<file path="src/hdl/amw_pkg.sv">
`timescale 1ns / 1ps
// Shared types and constants for the aging median window block.
package amw_pkg;

    localparam int SAMPLE_W = 16;
    localparam int STAMP_W  = 32;
    localparam int MODE_W   = 2;
    localparam int AGE_W    = 16;
    localparam int MINCNT_W = 4;
    localparam int FILL_W   = 4;
    localparam int APB_DW   = 32;
    localparam int APB_AW   = 4;
    localparam int REGIDX_W = 2;

    localparam logic [MODE_W-1:0] MODE_PUSH  = 2'd0;
    localparam logic [MODE_W-1:0] MODE_TICK  = 2'd1;
    localparam logic [MODE_W-1:0] MODE_CLEAR = 2'd2;

    localparam logic [REGIDX_W-1:0] REG_MAX_AGE    = 2'd0;
    localparam logic [REGIDX_W-1:0] REG_MIN_COUNT  = 2'd1;
    localparam logic [REGIDX_W-1:0] REG_CLAMP_LOW  = 2'd2;
    localparam logic [REGIDX_W-1:0] REG_CLAMP_HIGH = 2'd3;

    localparam logic [AGE_W-1:0]    RST_MAX_AGE    = 16'd5;
    localparam logic [MINCNT_W-1:0] RST_MIN_COUNT  = 4'd6;
    localparam logic [SAMPLE_W-1:0] RST_CLAMP_LOW  = 16'd650;
    localparam logic [SAMPLE_W-1:0] RST_CLAMP_HIGH = 16'd3500;

    typedef struct packed {
        logic [AGE_W-1:0]    max_age;
        logic [MINCNT_W-1:0] min_count;
        logic [SAMPLE_W-1:0] clamp_low;
        logic [SAMPLE_W-1:0] clamp_high;
    } amw_cfg_t;

    typedef struct packed {
        logic capture;
        logic update;
        logic load_sort;
        logic sort_step;
        logic sort_odd;
        logic load_out;
    } amw_cmd_t;

    typedef struct packed {
        logic out_busy;
    } amw_sts_t;

endpackage

</file>
<file path="src/hdl/aging_median_window.sv">
`timescale 1ns / 1ps
// Top level of the aging median window: running median with age eviction.
//
// Each transaction (push, tick or clear) yields one result transaction carrying the
// median, its valid flag, the fill count and the eviction flag. One transaction is
// in flight at a time. After acceptance it steps through an update, a sort load, the
// sort passes and a done step, which loads the result into the output register. The
// odd-even transposition sort runs one pass per cycle over all WINDOW_DEPTH window
// entries. A finished result sits in an output register, so the next transaction is
// accepted while the result waits; that transaction then holds in its last step until
// the waiting result is taken. Configuration is written through the APB port only
// while the block is idle, a rule for the user that the block itself does not enforce.
// Registers at byte offsets 0x0 max_age, 0x4 min_count, 0x8 clamp_low and 0xC clamp_high.
module aging_median_window
    import amw_pkg::*;
#(
    parameter int WINDOW_DEPTH = 13
)
(
    input  logic                clk,
    input  logic                rst_n,
    input  logic                psel,
    input  logic                penable,
    input  logic                pwrite,
    input  logic [APB_AW-1:0]   paddr,
    input  logic [APB_DW-1:0]   pwdata,
    output logic [APB_DW-1:0]   prdata,
    output logic                pready,
    input  logic                in_valid,
    output logic                in_ready,
    input  logic [MODE_W-1:0]   mode,
    input  logic [SAMPLE_W-1:0] sample,
    input  logic [STAMP_W-1:0]  now,
    output logic                out_valid,
    input  logic                out_ready,
    output logic [SAMPLE_W-1:0] median_value,
    output logic                median_valid,
    output logic [FILL_W-1:0]   fill_count,
    output logic                evicted
);

    amw_cfg_t cfg;
    amw_cmd_t cmd;
    amw_sts_t sts;

    amw_regs u_regs (
        .clk     (clk),
        .rst_n   (rst_n),
        .psel    (psel),
        .penable (penable),
        .pwrite  (pwrite),
        .paddr   (paddr),
        .pwdata  (pwdata),
        .prdata  (prdata),
        .pready  (pready),
        .cfg     (cfg)
    );

    amw_ctrl #(
        .WINDOW_DEPTH (WINDOW_DEPTH)
    ) u_ctrl (
        .clk      (clk),
        .rst_n    (rst_n),
        .in_valid (in_valid),
        .in_ready (in_ready),
        .sts      (sts),
        .cmd      (cmd)
    );

    amw_dp #(
        .WINDOW_DEPTH (WINDOW_DEPTH)
    ) u_dp (
        .clk          (clk),
        .rst_n        (rst_n),
        .cfg          (cfg),
        .cmd          (cmd),
        .sts          (sts),
        .mode         (mode),
        .sample       (sample),
        .now          (now),
        .out_valid    (out_valid),
        .out_ready    (out_ready),
        .median_value (median_value),
        .median_valid (median_valid),
        .fill_count   (fill_count),
        .evicted      (evicted)
    );

endmodule

</file>
<file path="src/hdl/amw_regs.sv">
`timescale 1ns / 1ps
// APB configuration registers of the aging median window.
module amw_regs
    import amw_pkg::*;
(
    input  logic                clk,
    input  logic                rst_n,
    input  logic                psel,
    input  logic                penable,
    input  logic                pwrite,
    input  logic [APB_AW-1:0]   paddr,
    input  logic [APB_DW-1:0]   pwdata,
    output logic [APB_DW-1:0]   prdata,
    output logic                pready,
    output amw_cfg_t            cfg
);

    amw_cfg_t            cfg_reg;
    logic                wr_en;
    logic [REGIDX_W-1:0] reg_idx;

    assign pready  = 1'b1;
    assign wr_en   = psel && penable && pwrite;
    assign reg_idx = paddr[APB_AW-1:2];
    assign cfg     = cfg_reg;

    always_ff @(posedge clk or negedge rst_n)
    begin
        if (!rst_n)
        begin
            cfg_reg.max_age    <= RST_MAX_AGE;
            cfg_reg.min_count  <= RST_MIN_COUNT;
            cfg_reg.clamp_low  <= RST_CLAMP_LOW;
            cfg_reg.clamp_high <= RST_CLAMP_HIGH;
        end
        else if (wr_en)
        begin
            case (reg_idx)
                REG_MAX_AGE:    cfg_reg.max_age    <= pwdata[AGE_W-1:0];
                REG_MIN_COUNT:  cfg_reg.min_count  <= pwdata[MINCNT_W-1:0];
                REG_CLAMP_LOW:  cfg_reg.clamp_low  <= pwdata[SAMPLE_W-1:0];
                REG_CLAMP_HIGH: cfg_reg.clamp_high <= pwdata[SAMPLE_W-1:0];
                default:        cfg_reg            <= cfg_reg;
            endcase
        end
    end

    always_comb
    begin
        case (reg_idx)
            REG_MAX_AGE:    prdata = APB_DW'(cfg_reg.max_age);
            REG_MIN_COUNT:  prdata = APB_DW'(cfg_reg.min_count);
            REG_CLAMP_LOW:  prdata = APB_DW'(cfg_reg.clamp_low);
            REG_CLAMP_HIGH: prdata = APB_DW'(cfg_reg.clamp_high);
            default:        prdata = '0;
        endcase
    end

endmodule

</file>
<file path="src/hdl/amw_ctrl.sv">
`timescale 1ns / 1ps
// Sequencing state machine of the aging median window.
module amw_ctrl
    import amw_pkg::*;
#(
    parameter int WINDOW_DEPTH = 13
)
(
    input  logic     clk,
    input  logic     rst_n,
    input  logic     in_valid,
    output logic     in_ready,
    input  amw_sts_t sts,
    output amw_cmd_t cmd
);

    localparam int PW = $clog2(WINDOW_DEPTH);

    typedef enum logic [4:0] {
        ST_IDLE   = 5'b00001,
        ST_UPDATE = 5'b00010,
        ST_LOAD   = 5'b00100,
        ST_SORT   = 5'b01000,
        ST_DONE   = 5'b10000
    } state_t;

    state_t        state_reg;
    state_t        state_next;
    logic [PW-1:0] pass_reg;
    logic [PW-1:0] pass_next;
    logic          last_pass;

    assign last_pass = (pass_reg == PW'(WINDOW_DEPTH - 1));

    always_comb
    begin
        state_next = state_reg;
        pass_next  = pass_reg;
        cmd        = '0;
        in_ready   = 1'b0;
        case (state_reg)
            ST_IDLE:
            begin
                in_ready    = 1'b1;
                cmd.capture = in_valid;
                if (in_valid)
                begin
                    state_next = ST_UPDATE;
                end
            end
            ST_UPDATE:
            begin
                cmd.update = 1'b1;
                state_next = ST_LOAD;
            end
            ST_LOAD:
            begin
                cmd.load_sort = 1'b1;
                pass_next     = '0;
                state_next    = ST_SORT;
            end
            ST_SORT:
            begin
                cmd.sort_step = 1'b1;
                cmd.sort_odd  = pass_reg[0];
                if (last_pass)
                begin
                    state_next = ST_DONE;
                end
                else
                begin
                    pass_next = pass_reg + 1'b1;
                end
            end
            ST_DONE:
            begin
                if (!sts.out_busy)
                begin
                    cmd.load_out = 1'b1;
                    state_next   = ST_IDLE;
                end
            end
            default:
            begin
                state_next = ST_IDLE;
            end
        endcase
    end

    always_ff @(posedge clk or negedge rst_n)
    begin
        if (!rst_n)
        begin
            state_reg <= ST_IDLE;
            pass_reg  <= '0;
        end
        else
        begin
            state_reg <= state_next;
            pass_reg  <= pass_next;
        end
    end

endmodule

</file>
<file path="src/hdl/amw_dp.sv">
`timescale 1ns / 1ps
// Window storage, sorting network and output register of the aging median window.
module amw_dp
    import amw_pkg::*;
#(
    parameter int WINDOW_DEPTH = 13
)
(
    input  logic                clk,
    input  logic                rst_n,
    input  amw_cfg_t            cfg,
    input  amw_cmd_t            cmd,
    output amw_sts_t            sts,
    input  logic [MODE_W-1:0]   mode,
    input  logic [SAMPLE_W-1:0] sample,
    input  logic [STAMP_W-1:0]  now,
    output logic                out_valid,
    input  logic                out_ready,
    output logic [SAMPLE_W-1:0] median_value,
    output logic                median_valid,
    output logic [FILL_W-1:0]   fill_count,
    output logic                evicted
);

    localparam int CW   = $clog2(WINDOW_DEPTH + 1);
    localparam int IW   = $clog2(WINDOW_DEPTH);
    localparam int CMPW = (CW > MINCNT_W) ? CW : MINCNT_W;
    localparam int MID_ODD     = (WINDOW_DEPTH % 2 == 1) ? (WINDOW_DEPTH - 1) / 2
                                                         : (WINDOW_DEPTH - 2) / 2;
    localparam int MID_EVEN_LO = (WINDOW_DEPTH % 2 == 1) ? (WINDOW_DEPTH - 3) / 2
                                                         : (WINDOW_DEPTH - 2) / 2;
    localparam int MID_EVEN_HI = (WINDOW_DEPTH % 2 == 1) ? (WINDOW_DEPTH - 1) / 2
                                                         : WINDOW_DEPTH / 2;

    logic [MODE_W-1:0]   mode_reg;
    logic [SAMPLE_W-1:0] sample_in_reg;
    logic [STAMP_W-1:0]  now_reg;

    logic [SAMPLE_W-1:0] sample_reg [WINDOW_DEPTH];
    logic [STAMP_W-1:0]  stamp_reg  [WINDOW_DEPTH];
    logic [CW-1:0]       count_reg;
    logic                evict_reg;

    logic [SAMPLE_W-1:0] sort_reg  [WINDOW_DEPTH];
    logic [SAMPLE_W-1:0] sort_next [WINDOW_DEPTH];
    logic [SAMPLE_W-1:0] pad_fill  [WINDOW_DEPTH];

    logic                out_valid_reg;
    logic [SAMPLE_W-1:0] median_value_reg;
    logic                median_valid_reg;
    logic [FILL_W-1:0]   fill_count_reg;
    logic                evicted_reg;

    logic [SAMPLE_W-1:0] clamped;
    logic                do_push;
    logic [CW-1:0]       last_cnt;
    logic [IW-1:0]       last_idx;
    logic [STAMP_W:0]    age_limit;
    logic                do_evict;
    logic [CW-1:0]       pad_low;
    logic [SAMPLE_W:0]   mid_sum;
    logic [SAMPLE_W-1:0] median_calc;

    assign sts.out_busy = out_valid_reg && !out_ready;

    // clamp high first, then low
    always_comb
    begin
        if (sample_in_reg > cfg.clamp_high)
        begin
            clamped = cfg.clamp_high;
        end
        else if (sample_in_reg < cfg.clamp_low)
        begin
            clamped = cfg.clamp_low;
        end
        else
        begin
            clamped = sample_in_reg;
        end
    end

    assign do_push   = (mode_reg == MODE_PUSH) && (sample_in_reg != '0);
    assign last_cnt  = count_reg - 1'b1;
    assign last_idx  = last_cnt[IW-1:0];
    assign age_limit = {1'b0, stamp_reg[last_idx]} + (STAMP_W + 1)'(cfg.max_age);
    assign do_evict  = (mode_reg == MODE_TICK) && (count_reg != '0)
                       && (age_limit < {1'b0, now_reg});

    always_ff @(posedge clk)
    begin
        if (cmd.capture)
        begin
            mode_reg      <= mode;
            sample_in_reg <= sample;
            now_reg       <= now;
        end
        if (cmd.update)
        begin
            evict_reg <= do_evict;
            if (do_push)
            begin
                for (int i = WINDOW_DEPTH - 1; i > 0; i--)
                begin
                    sample_reg[i] <= sample_reg[i-1];
                    stamp_reg[i]  <= stamp_reg[i-1];
                end
                sample_reg[0] <= clamped;
                stamp_reg[0]  <= now_reg;
            end
        end
    end

    always_ff @(posedge clk or negedge rst_n)
    begin
        if (!rst_n)
        begin
            count_reg <= '0;
        end
        else if (cmd.update)
        begin
            case (mode_reg)
                MODE_PUSH:
                begin
                    if (do_push && (count_reg < CW'(WINDOW_DEPTH)))
                    begin
                        count_reg <= count_reg + 1'b1;
                    end
                end
                MODE_TICK:
                begin
                    if (do_evict)
                    begin
                        count_reg <= last_cnt;
                    end
                end
                MODE_CLEAR:
                begin
                    count_reg <= '0;
                end
                default:
                begin
                    count_reg <= count_reg;
                end
            endcase
        end
    end

    // pad empty slots so the median lands on fixed positions
    assign pad_low = CW'(WINDOW_DEPTH) - count_reg;

    always_comb
    begin
        logic [CW-1:0] pad_idx;
        logic [CW-1:0] pad_half;
        pad_half = pad_low >> 1;
        for (int i = 0; i < WINDOW_DEPTH; i++)
        begin
            pad_idx = CW'(i) - count_reg;
            if (CW'(i) < count_reg)
            begin
                pad_fill[i] = sample_reg[i];
            end
            else if (pad_idx < pad_half)
            begin
                pad_fill[i] = '0;
            end
            else
            begin
                pad_fill[i] = '1;
            end
        end
    end

    // odd-even transposition pass
    always_comb
    begin
        for (int i = 0; i < WINDOW_DEPTH; i++)
        begin
            sort_next[i] = sort_reg[i];
        end
        for (int i = 0; i < WINDOW_DEPTH - 1; i++)
        begin
            if ((((i % 2) != 0) == cmd.sort_odd) && (sort_reg[i] > sort_reg[i+1]))
            begin
                sort_next[i]   = sort_reg[i+1];
                sort_next[i+1] = sort_reg[i];
            end
        end
    end

    always_ff @(posedge clk)
    begin
        if (cmd.load_sort)
        begin
            for (int i = 0; i < WINDOW_DEPTH; i++)
            begin
                sort_reg[i] <= pad_fill[i];
            end
        end
        else if (cmd.sort_step)
        begin
            for (int i = 0; i < WINDOW_DEPTH; i++)
            begin
                sort_reg[i] <= sort_next[i];
            end
        end
    end

    assign mid_sum = {1'b0, sort_reg[MID_EVEN_LO]} + {1'b0, sort_reg[MID_EVEN_HI]};

    always_comb
    begin
        if (count_reg == '0)
        begin
            median_calc = '0;
        end
        else if (count_reg[0])
        begin
            median_calc = sort_reg[MID_ODD];
        end
        else
        begin
            median_calc = mid_sum[SAMPLE_W:1];
        end
    end

    always_ff @(posedge clk)
    begin
        if (cmd.load_out)
        begin
            median_value_reg <= median_calc;
            median_valid_reg <= CMPW'(count_reg) > CMPW'(cfg.min_count);
            fill_count_reg   <= FILL_W'(count_reg);
            evicted_reg      <= evict_reg;
        end
    end

    always_ff @(posedge clk or negedge rst_n)
    begin
        if (!rst_n)
        begin
            out_valid_reg <= 1'b0;
        end
        else if (cmd.load_out)
        begin
            out_valid_reg <= 1'b1;
        end
        else if (out_ready)
        begin
            out_valid_reg <= 1'b0;
        end
    end

    assign out_valid    = out_valid_reg;
    assign median_value = median_value_reg;
    assign median_valid = median_valid_reg;
    assign fill_count   = fill_count_reg;
    assign evicted      = evicted_reg;

endmodule

</file>
<file path="config.mk">
export PLATFORM = sky130hd
export DESIGN_NAME = aging_median_window
export DESIGN_NICKNAME = d
export VERILOG_FILES = /design/src/hdl/amw_pkg.sv /design/src/hdl/aging_median_window.sv /design/src/hdl/amw_regs.sv /design/src/hdl/amw_ctrl.sv /design/src/hdl/amw_dp.sv
export SDC_FILE = /design/constraint.sdc
export NUM_CORES = 2
export LEC_CHECK = 0
export BUFFER_PORTS_ARGS = -buffer_cell sky130_fd_sc_hd__buf_2
export CORE_MARGIN = 3
export CORE_UTILIZATION = 38
export DETAILED_ROUTE_END_ITERATION = 7
export SLEW_MARGIN = 20
export SYNTH_ARGS = -nofsm -noshare
export SYNTH_HDL_FRONTEND = slang
export SYNTH_SLANG_ARGS = --single-unit
</file>
<file path="constraint.sdc">
create_clock -name clk -period 33.5 [get_ports clk]
set_input_delay 8.375 -clock clk [delete_from_list [all_inputs] [get_ports clk]]
set_output_delay 8.375 -clock clk [all_outputs]
set_load 0.005 [all_outputs]
</file>
# Word-level counts from Yosys, hierarchy flattened

Memories as Yosys holds them, arrays and structs flattened.
Cells that the tools add are included.

$add $sub $neg: 19
Order comparisons: 43
Eq/ne operators: 17
Mux-type cells: 81
Bitwise gates (word level): 14
Reductions and logical operators: 35

Operators with widths:

| cell                  | count |
|---|---|
| $mux W16              | 42 |
| $mux W32              | 12 |
| $gt A16 B16 Y1        | 13 |
| $pmux W32 S4          | 1 |
| $lt A4 B3 Y1          | 13 |
| $add A32 B16 Y33      | 1 |
| $lt A33 B32 Y1        | 1 |
| $pmux W5 S5           | 1 |
| $sub A4 B4 Y4 const A | 6 |
| $lt A4 B4 Y1 const A  | 5 |
| $logic_and A1 B1 Y1   | 19 |
| $add A16 B16 Y17      | 1 |
| $lt A16 B16 Y1        | 1 |
| $lt A3 B4 Y1 const A  | 4 |
| $mux W1               | 16 |
| $reduce_bool A16 Y1   | 1 |
| $sub A3 B4 Y4 const A | 4 |
| $mux W5               | 3 |
| $or A1 B1 Y1          | 13 |
| $mux W4               | 3 |
| $pmux W4 S3           | 1 |
| $reduce_and A2 Y1     | 5 |
| $add A4 B1 Y4 const B | 2 |
| $lt A1 B4 Y1 const A  | 2 |
| other kinds (27)      | 39 |

Bits in registers: 139
Memory bits (writable): 832
Bits of input ports: 93
Output and inout port bits: 57
Word-level logic and storage cells: 228
Memories: 3

Memories:

| memory          | words | bits a word | read ports | clocked after Yosys merged registers in | write ports | RTL line     | source |
|---|---|---|---|---|---|---|---|
| u_dp.stamp_reg  | 13    | 32          | 13         | 0                                       | 13          | amw_dp.sv:40 | `logic [STAMP_W-1:0] stamp_reg [WINDOW_DEPTH];` |
| u_dp.sample_reg | 13    | 16          | 13         | 0                                       | 13          | amw_dp.sv:39 | `logic [SAMPLE_W-1:0] sample_reg [WINDOW_DEPTH];` |
| u_dp.sort_reg   | 13    | 16          | 13         | 0                                       | 13          | amw_dp.sv:44 | `logic [SAMPLE_W-1:0] sort_reg [WINDOW_DEPTH];` |

# Depth between registers and ports, before layout

Depth in word-level cells: 17
Depth in mapped cells: 33
Mapped depth without buffers: 25

# Hierarchy

Synthesis repeated with hierarchy kept, for this count alone.

Cells, all modules: 3,377
Area, all modules: 47,299.1 µm²

Modules (own cells, without submodules):

| module   | times used | cells each | area an instance (µm²) | sequential area each (µm²) |
|---|---|---|---|---|
| amw_dp   | 1          | 3,152      | 44,197.4               | 27,301.2 |
| amw_regs | 1          | 168        | 2,549.9                | 1,320.0 |
| amw_ctrl | 1          | 57         | 551.8                  | 226.5 |

# Worst setup path before layout

No wires, ideal clock.

Path type: input to output
Start: input port paddr[2]
End: output port prdata[11]
Arrival: 9,510 ps
Data required time: 25,125 ps
Path slack: 15,615 ps
Stages on the path: 5
Buffers on the path: 3
Cell sequence: clkbuf_1 clkbuf_1 clkbuf_1 o21ai_0 a22o_1

Cells in the longest elaborated chain, start to end: 2
Elaborated cells on any way between the ends: 5
Those cells by class: eq/ne (3); mux (1); reduce/logical (1)

Ends and longest elaborated chain:

| item                                 | RTL line                  | source |
|---|---|---|
| start, declared                      | aging_median_window.sv:25 | `input logic [APB_AW-1:0] paddr,` |
| $eq A2 B2 Y1 (tied with other cells) | amw_regs.sv:50            | `case (reg_idx)` |
| $pmux W32 S4 *                       | amw_regs.sv:50            |  |
| end, declared                        | aging_median_window.sv:27 | `output logic [APB_DW-1:0] prdata,` |

Mark *: on every way between the ends. The rest lies on a longest branch, timed or not. The select of a mux whose other input is x is not followed.

# Final worst setup path

Start: input port paddr[2]
End: output port prdata[14]

Same word-level chain as after synthesis.

==> flow_metrics.py <==
metrics = {
    "run_status": {
        "status": "finished, final reports clean",
    },
    "grt": {
        "grt_pass1_wl_um": 175900,
        "grt_max_degree": 204,
        "grt_antenna_before_repair": 2,
        "grt_overflow": 0,
        "grt_pass1_vias": 28740,
        "grt_usage_pct": 17.29,
    },
    "floorplan": {
        "io_pins": 150,
        "die-height_um": 359.6,
        "coreArea_mm2": 0.1240,
        "die_x_um": 359.6,
        "row_count": 129,
        "die_area_mm2": 0.1293,
        "initial_core_util_pct": 38.32,
    },
    "timing": {
        "layout_setup_ws_ns": 15.26,
        "grt_setup_unrepaired": "false",
        "setup_violations": 0,
        "finalHoldViolCount": 0,
        "finalCriticalPeriod_ns": 18.24,
        "finClkSkew_ns": 0.04846,
        "setup_tns_ns": 0,
        "max_freq_ghz": 0.05482,
        "finalMaxSlewViolations": 0,
        "tightest_slew_ns": 1.192,
        "max-slew-margin-rel_pct": 20.52,
        "fin_crit_sh_pct": 54.45,
    },
    "cells_and_area": {
        "multi_input_area_mm2": 0.01693,
        "stdcell_count": 5298,
        "ff_latch_area_mm2": 0.02885,
        "largest_reg_flops": 416,
        "diodes": 0,
        "drive_above_1_share_pct": 15.24,
        "fill_cells": 11260,
        "mostFrequentLayoutCells": "edfxtp_1, a21oi_1, ha_1",
        "finalNetCount": 3985,
        "synthToLayoutAreaGrowth_pct": 12.60,
        "final_common_cell": "edfxtp_1",
    },
    "clock_tree": {
        "numCtsBuffers": 105,
        "cts-resized-gates": 0,
        "numClockSinks": 971,
        "tritoncts": "done",
        "htreeDepth": 3,
        "cts_buffer_depth": 3,
        "clk_pin_slew_ns": 0.07,
        "clock_latency_ns": 0.70,
        "cts_root_buffer": "clkbuf_16",
        "ctsHoldBuffers": 0,
        "cts_setup_buffers": 0,
    },
    "synth": {
        "synth.distinct_cells": 86,
        "syn_area_mm2": 0.04750,
        "ys_warn_count": 0,
        "yosys.area.top_type": "edfxtp_1",
        "synthTopCellsByArea": "edfxtp_1, ha_1, mux4_2, a21oi_1, dfrtp_1",
        "synth-seq-cells": 971,
        "synth-edff-count": 905,
        "ys_seq_area_share_pct": 60.73,
        "synth_top_area_share_pct": 57.21,
        "async_flop_share_pct": 6.797,
        "ys.flop_type": "edfxtp_1",
        "avgSynthCellArea_um2": 13.69,
        "netlist_instances": 3469,
    },
    "setup_path": {
        "cpMostUsedCell": "buf_2",
        "cp-startpoint": "paddr[2]",
        "r2r_slack_ns": 24.38,
        "cp.required_ns": 25.12,
        "r2r_start": "u_dp.count_reg[1]$_DFFE_PN0P_",
        "max_stage_delay_ns": 0.66,
        "cp_cell_sequence": "buf_2 > nor2_2 > a22o_1 > buf_2",
        "crit_slowest_cell": "nor2_2",
        "path_max_fanout": 33,
        "worstPathArrival_ns": 9.87,
        "worstSetupEndpointType": "output pin",
        "start_kind": "primary input",
        "worstSetupPathType": "primary input to output pin",
    },
    "placement": {
        "hpwl_um": 77890,
        "port_buffers": 114,
        "dp.cells": 5102,
        "pre_cts_ws_ns": 15.21,
        "place_congestion": 0.8430,
    },
    "power": {
        "power_density_mw_per_mm2": 90.88,
        "ir_drop_uv": 66.39,
        "leakage_nw": 19.96,
    },
    "drt": {
        "wl_per_cell_um": 21.56,
        "first_pass_iters": 5,
        "routed_wl_um": 114200,
        "drc_errors": 0,
        "postRouteAntennaNets": 0,
        "initialDrtViolationCount": 2747,
        "vias": 29210,
        "viasPerCell": 5.513,
    },
    "job": {
        "drv_cap": 0,
    },
    "worst_hold_path": {
        "hold_class": "flip-flop to flip-flop",
        "min_from": "u_dp.stamp_reg[10][2]$_DFFE_PP_",
    },
}
## metal layers
layer / GRT usage, % / vias up / wire, µm
met2: 26.74 / 815 / 52030
met1: 25.65 / 14690 / 53810
met5: 0 / - / 9
met4: 4.125 / 2 / 2136
met3: 2.669 / 131 / 6219
li1: - / 13570 / -
## metrics by stage
| step | hold slack, ns | total power, W | utilization (%) | instance area, µm² |
|---|---|---|---|---|
| final | 0.4173 | 0.004861 | 43.15 | 53490 |
| after global routing | 0.4310 | 0.005195 | 43.15 | 53490 |
| after CTS | 0.4142 | 0.004909 | 43.14 | 53480 |
| after detailed placement | 0.4270 | 0.003689 | 40.24 | 49880 |
| after global placement | 0.4234 | 0.003656 | 40.24 | 49880 |
| after floorplan | 0.4003 | 0.003179 | - | 47560 |
## worst max-delay path: cells and delay by family
| kind | cells | cell delay [ns] |
|---|---|---|
| buf+inv | 2 | 0.48 |
| compound gates | 1 | 0.34 |
| simple gates | 1 | 0.66 |
## cells by family after synthesis
family	synth area share [%]
buf+inv	4.088
fa+ha+maj	8.460
xor+xnor	1.069
mux	7.857
other cells	0.01581
flops	60.73
compound gates	11.76
simple gates	6.019
## path summary, 6_finish.rpt
path | to | cells past startpoint
max reg2reg | u_dp.count_reg[2]$_DFFE_PN0P_ | 22
max | prdata[14] | 4
min | u_dp.stamp_reg[11][2]$_DFFE_PP_ | 0
min in group asynchronous | u_regs.cfg[46]$_DFFE_PN0P_ | 1
max in group asynchronous | u_dp.count_reg[0]$_DFFE_PN0P_ | 1
min reg2reg | u_dp.stamp_reg[11][2]$_DFFE_PP_ | 0
## report_power, final
part / total, W / internal [W] / switching [W]
registers: 0.00169 / 0.00156 / 0.000129
logic: 0.00197 / 0.000843 / 0.00113
clock network: 0.00120 / 0.000692 / 0.000507
## layout make-up
cell class,count,share of cell area (%)
timing repair buffer,164,1.796
multi-input combinational,2037,31.65
tap,1637,3.829
clock inverter,71,1.535
sequential,971,53.94
clock buffer,125,5.188
inverter,293,2.056
## cell usage after synthesis (all sizes together) (17+ instances only)
master  instances
edfxtp        905
a21oi         340
ha            318
inv           290
nand2         152
nor2          145
mux4          132
o21ai         120
clkbuf        118
a221oi        117
buf            65
a21o           64
nand3          51
dfrtp          50
nand4          46
nor3           38
o21a           38
mux2           36
mux2i          35
xnor2          35
nor2b          34
a211oi         32
o211ai         30
a31oi          25
and3           25
o31ai          21
or3            21
xor2           20
nand2b         19
a221o          17
(Power assumes the default switching activity.)
